===== config.mk =====
export PLATFORM = sky130hd
export DESIGN_NAME = rasr_front
export DESIGN_NICKNAME = d
export VERILOG_FILES = /design/src/hdl/rasr_pkg.sv /design/src/hdl/rasr_front.sv
export SDC_FILE = /design/constraint.sdc
export NUM_CORES = 1
export LEC_CHECK = 0
export ABC_AREA = 1
export BUFFER_PORTS_ARGS = -buffer_cell sky130_fd_sc_hd__buf_2
export CORE_MARGIN = 3
export CORE_UTILIZATION = 25
export DETAILED_ROUTE_END_ITERATION = 8
export GPL_TIMING_DRIVEN = 0
export PLACE_DENSITY_LB_ADDON = 0.2
export SYNTH_ARGS = -nofsm -noshare
export SYNTH_HDL_FRONTEND = slang
export SYNTH_SLANG_ARGS = --single-unit

===== constraint.sdc =====
create_clock -name clk_i -period 12 [get_ports clk_i]
set_clock_uncertainty 0.2 [all_clocks]
set_input_delay 2.4 -clock clk_i [delete_from_list [all_inputs] [get_ports clk_i]]
set_output_delay 2.4 -clock clk_i [all_outputs]
set_load 0.05 [all_outputs]

===== src/hdl/rasr_pkg.sv =====
// Shared types and constants for the rational add/subtract/reduce core.
package rasr_pkg;
  localparam int unsigned WW = 66;

  typedef enum logic [1:0] {
    KIND_ADD = 2'd0,
    KIND_SUB = 2'd1,
    KIND_CMP = 2'd2,
    KIND_RSV = 2'd3
  } kind_e;

  typedef enum logic [1:0] {
    ST_OK    = 2'd0,
    ST_ZDEN  = 2'd1,
    ST_OVF   = 2'd2,
    ST_RSV   = 2'd3
  } status_e;

  typedef struct packed {
    logic           zden;
    logic [1:0]     kind;
    logic [WW-1:0]  ln;
    logic [WW-1:0]  ld;
    logic [WW-1:0]  rn;
    logic [WW-1:0]  rd;
  } job_t;

  typedef struct packed {
    logic          [31:0] num;
    logic          [30:0] den;
    logic                 eq;
    logic          [1:0]  status;
  } res_t;
endpackage


===== src/hdl/rasr_front.sv =====
// Front end: accepts transactions, sign-extends operands, flags zero denominators.
module rasr_front #(
  parameter int unsigned DATA_WIDTH = 32
) (
  input  logic             clk_i,
  input  logic             rst_ni,
  input  logic             push_i,
  output logic             full_o,
  input  logic [1:0]       kind_i,
  input  logic [31:0]      lhs_num_i,
  input  logic [31:0]      lhs_den_i,
  input  logic [31:0]      rhs_num_i,
  input  logic [31:0]      rhs_den_i,
  output logic             job_valid_o,
  input  logic             job_ready_i,
  output rasr_pkg::job_t   job_o
);
  import rasr_pkg::*;

  logic [1:0] cnt_q, cnt_d;
  logic       wp_q, rp_q;
  job_t       buf_q [2];
  job_t       nj;
  logic       do_push, do_pop;

  function automatic logic [WW-1:0] sx(input logic [31:0] v);
    logic [DATA_WIDTH-1:0] t;
    t = v[DATA_WIDTH-1:0];
    return {{(WW-DATA_WIDTH){t[DATA_WIDTH-1]}}, t};
  endfunction

  always_comb begin
    nj.kind = kind_i;
    nj.ln   = sx(lhs_num_i);
    nj.ld   = sx(lhs_den_i);
    nj.rn   = sx(rhs_num_i);
    nj.rd   = sx(rhs_den_i);
    nj.zden = (lhs_den_i[DATA_WIDTH-1:0] == '0) || (rhs_den_i[DATA_WIDTH-1:0] == '0);
  end

  assign full_o      = cnt_q == 2'd2;
  assign do_push     = push_i && !full_o;
  assign job_valid_o = cnt_q != 2'd0;
  assign do_pop      = job_valid_o && job_ready_i;
  assign job_o       = buf_q[rp_q];
  assign cnt_d       = cnt_q + {1'b0, do_push} - {1'b0, do_pop};

  always_ff @(posedge clk_i or negedge rst_ni) begin
    if (!rst_ni) begin
      cnt_q <= '0;
      wp_q  <= 1'b0;
      rp_q  <= 1'b0;
    end else begin
      cnt_q <= cnt_d;
      if (do_push) wp_q <= !wp_q;
      if (do_pop)  rp_q <= !rp_q;
    end
  end

  always_ff @(posedge clk_i) begin
    if (do_push) buf_q[wp_q] <= nj;
  end

  a_cnt: assert property (@(posedge clk_i) disable iff (!rst_ni) cnt_q != 2'd3)
    else $error("queue count out of range");
  a_full: assert property (@(posedge clk_i) disable iff (!rst_ni)
    full_o |-> !job_valid_o == 1'b0) else $error("full but no job");
  a_hold: assert property (@(posedge clk_i) disable iff (!rst_ni)
    (job_valid_o && !job_ready_i) |=> job_valid_o) else $error("job lost");
endmodule


==> results list <==
* Outcome: finished, final reports clean
* Number of cell rows: 76
- Cell chosen for the clock root: sky130_fd_sc_hd__clkbuf_16
- Summing the sequential cell areas from Yosys gives 71.82% of the chip area.
* CTS max path bufs: 3
* Final GP Congestion: ~0.74
* Total of warnings raised by yosys: 0
- Number of clock buffers inserted by TritonCTS: 30
- Counting the fill cells in the layout gives 4,373.
- Share of the cycle needed by the critical path after routing: a little under half
* Worst hold slack across all endpoints: approximately 0.37 ns
- Insertion delay to the later sink of the worst-skew pair: 0.54 ns
- Yosys instantiated no cell more often than sky130_fd_sc_hd__nand2_1.
- Achievable Freq: around 0.18 GHz
- After clock tree synthesis, the clock-pin slew on the worst setup and hold paths is roughly 0.05 ns.
* Mean area per synthesized cell: 12.09 um^2
* Wire length of the first global-routing pass: roughly 43 mm
- The worst register-to-register path ends at buf_q[0][140].
- For flop-to-flop paths, the worst setup slack is 9.52 ns.
- Core box area: 43,460 um^2
- Post-synth top cells: sky130_fd_sc_hd__nand2_1, sky130_fd_sc_hd__edfxtp_1, sky130_fd_sc_hd__buf_4
- Post-CTS sizing: 0
- The most used flip-flop cell after synthesis is sky130_fd_sc_hd__edfxtp_1.
- DR DRC count: 0
* Number of hold violations in the final report: 0
- Syn-to-layout area delta: 35.23%
- Violation count after the first detailed-route iteration: ~230
- Final wirelength: 29.93 mm
- Hold Path Stages: 1
* Critical path peak fanout: 35
- Net count of the mapped netlist: 1,054
- Pin count of the biggest net entering global routing: 36
* Required time worst endpoint: 9.40 ns
- Arrival time of the worst setup path: 2.99 ns
- Global routing used roughly an eighth of the available tracks.
- Summing all multi-input logic gate instances after layout gives 1814 um^2.
* Share of the synthesized area in the top cell type: between 70% and 80%
* Post-synth cell types: 16
- The worst setup path is captured at a primary output.
* WL/cell: 15.19 um
- Summed over all layers, the global routing overflow is 0.
* Setup repair after global routing missed its margin: no
- Total standard cell area after synthesis: 11,090 um^2
- The via count of the first global-routing pass came to 6,999.
- Pins Over Slew Limit: 0
- Summed over all nets, the half-perimeter wirelength after detailed placement is about 22 mm.
- Worst slew margin: 24.54%
- For this run, the post-layout net count is 1,498.
- The path with the worst hold slack has its endpoint at cnt_q[0].
- In this run, synthesis produced a sequential element count of between 200 and 300.
- Yosys attributes the largest share of cell area to sky130_fd_sc_hd__edfxtp_1, sky130_fd_sc_hd__nand2_1, sky130_fd_sc_hd__buf_4, sky130_fd_sc_hd__nor2_1, sky130_fd_sc_hd__buf_6.
- CTS tree: yes
- Number of maximum-capacitance violations: 0
* Setup violators final: 0
* Total of hold buffers inserted after clock tree synthesis: 0
- The worst setup path is of the register to primary output kind.
- The sequential cells in the finished layout cover a total of roughly 8000 um^2.
* Number of antenna violations at the first check in global routing: 5
- From left edge to right edge, the die measures 216.7 um.
- The clock drives 266 sinks.
- Cell depth of the worst flop-to-flop path: 6
- Number of setup buffers added after CTS: 0
- In this run the count of I/O pins placed on the die edge is 403.
* Reg2Reg Launch Point: cnt_q[1]
- The worst path in the final design needs a cycle of 5.589 ns, including I/O delays and setup.
* Synthesized instance count: approximately 900
- Vias/cell: roughly 3.8
- Iteration count of the initial detailed-routing pass: 4
* Vertical die dimension: 216.7 um
* Total Die Area: 46,940 um^2
- sky130_fd_sc_hd__edfxtp_1 takes more of the synthesized area than any other cell.
- Htree depth: 1
- Post-synthesis async set-or-reset flop share: 1.504%
- Total via count after detailed routing: roughly 7,500
- Hold_sp: cnt_q[0]
- The worst setup path is launched from a register.
* Number of enable-type register cells in the synthesized netlist: approximately 260
- Share of layout cells above drive strength 1: 45.12%
- In this run the worst hold path is classified as register to register.
- Initial core utilization: 25.53%
- The count of nets left with antenna violations once routing finished came out at 0.
* IO buf count: 402
* Actual transition at the worst max-transition pin: 1.129 ns
## layer usage
metal / up-vias / GRT usage [%] / share of wire (%) / wire length, um
met1: 3383 / 14.82 / 41 / 12240
li1: 3773 / - / - / -
met5: - / 0 / 0.070 / 21
met2: 273 / 21.02 / 49 / 14730
met4: 4 / 4.093 / 2.3 / 703
met3: 39 / 2.888 / 7.5 / 2234
## layout make-up
class	count	area share (%)
antenna	3	0.05004
buffer	165	8.206
clock buffer	34	5.246
clock inverter	19	0.9340
inverter	25	0.6421
multi-input combinational	462	12.09
sequential	266	53.11
tap	585	4.879
timing repair buffer	412	14.84
## worst max-delay path by stage
stage	from	end	slack [ns]
after detailed placement	rp_q	job_o[255]	6.85
after global routing	rp_q	job_o[255]	6.09
after global placement	push_i	buf_q[1][225]	-1.28
after CTS	rp_q	job_o[255]	6.25
after floorplan	push_i	buf_q[0][0]	3.26
final	rp_q	job_o[255]	6.41
## stage by stage
stage	setup slack, ns	util [%]	area, um^2	TNS (ns)	cells
after floorplan	3.257	-	11090	0	918
after global placement	-1.282	31.84	13840	-326.83	1905
after detailed placement	6.855	32.37	14070	0	1915
after CTS	6.252	34.51	15000	0	1968
after global routing	6.090	34.52	15000	0	1971
final	6.411	34.52	15000	0	1971
## cell families (layout without fill, tap and decap cells)
logic type | after synthesis | in the layout | share of synthesized area (%)
xor+xnor | 4 | 4 | 0.3158
flops | 266 | 266 | 71.82
other cells | 0 | 3 | 0
buf+inv | 190 | 655 | 11.97
compound gates | 1 | 1 | 0.07896
simple gates | 455 | 455 | 15.60
fa+ha+maj | 2 | 2 | 0.2255
## state kept, by name (all words and copies together) (netlist names)
name   cells
buf_q    262
cnt_q      2
rp_q       1
wp_q       1
## critical path, cell delays in order (launching register included)
cell,delay (ns)
sky130_fd_sc_hd__dfrtp_1,0.35
sky130_fd_sc_hd__buf_4,0.16
sky130_fd_sc_hd__inv_4,0.09
sky130_fd_sc_hd__buf_6,0.21
sky130_fd_sc_hd__buf_6,0.22
sky130_fd_sc_hd__nand2_1,0.07
sky130_fd_sc_hd__nand2_1,0.80
sky130_fd_sc_hd__buf_4,0.25
sky130_fd_sc_hd__buf_2,0.26
## cells in the final DEF, fill, tap and decap left out
cell and count:
sky130_fd_sc_hd__and2_1 5, sky130_fd_sc_hd__buf_12 8, sky130_fd_sc_hd__buf_16 2, sky130_fd_sc_hd__buf_2 420, sky130_fd_sc_hd__buf_4 137, sky130_fd_sc_hd__buf_6 10, sky130_fd_sc_hd__bufinv_16 2, sky130_fd_sc_hd__clkbuf_1 3
sky130_fd_sc_hd__clkbuf_16 31, sky130_fd_sc_hd__clkinv_1 7, sky130_fd_sc_hd__clkinv_2 9, sky130_fd_sc_hd__clkinv_4 1, sky130_fd_sc_hd__dfrtp_1 4, sky130_fd_sc_hd__diode_2 3, sky130_fd_sc_hd__edfxtp_1 262, sky130_fd_sc_hd__ha_1 2
sky130_fd_sc_hd__inv_1 24, sky130_fd_sc_hd__inv_4 1, sky130_fd_sc_hd__nand2_1 412, sky130_fd_sc_hd__nand4_1 3, sky130_fd_sc_hd__nor2_1 32, sky130_fd_sc_hd__nor2_4 2, sky130_fd_sc_hd__o21ai_2 1, sky130_fd_sc_hd__or2_1 1
sky130_fd_sc_hd__xnor2_1 1, sky130_fd_sc_hd__xor2_1 3
Power is not shown: default switching activity piles up to over one toggle a cycle in this logic, so the estimate is an artifact.
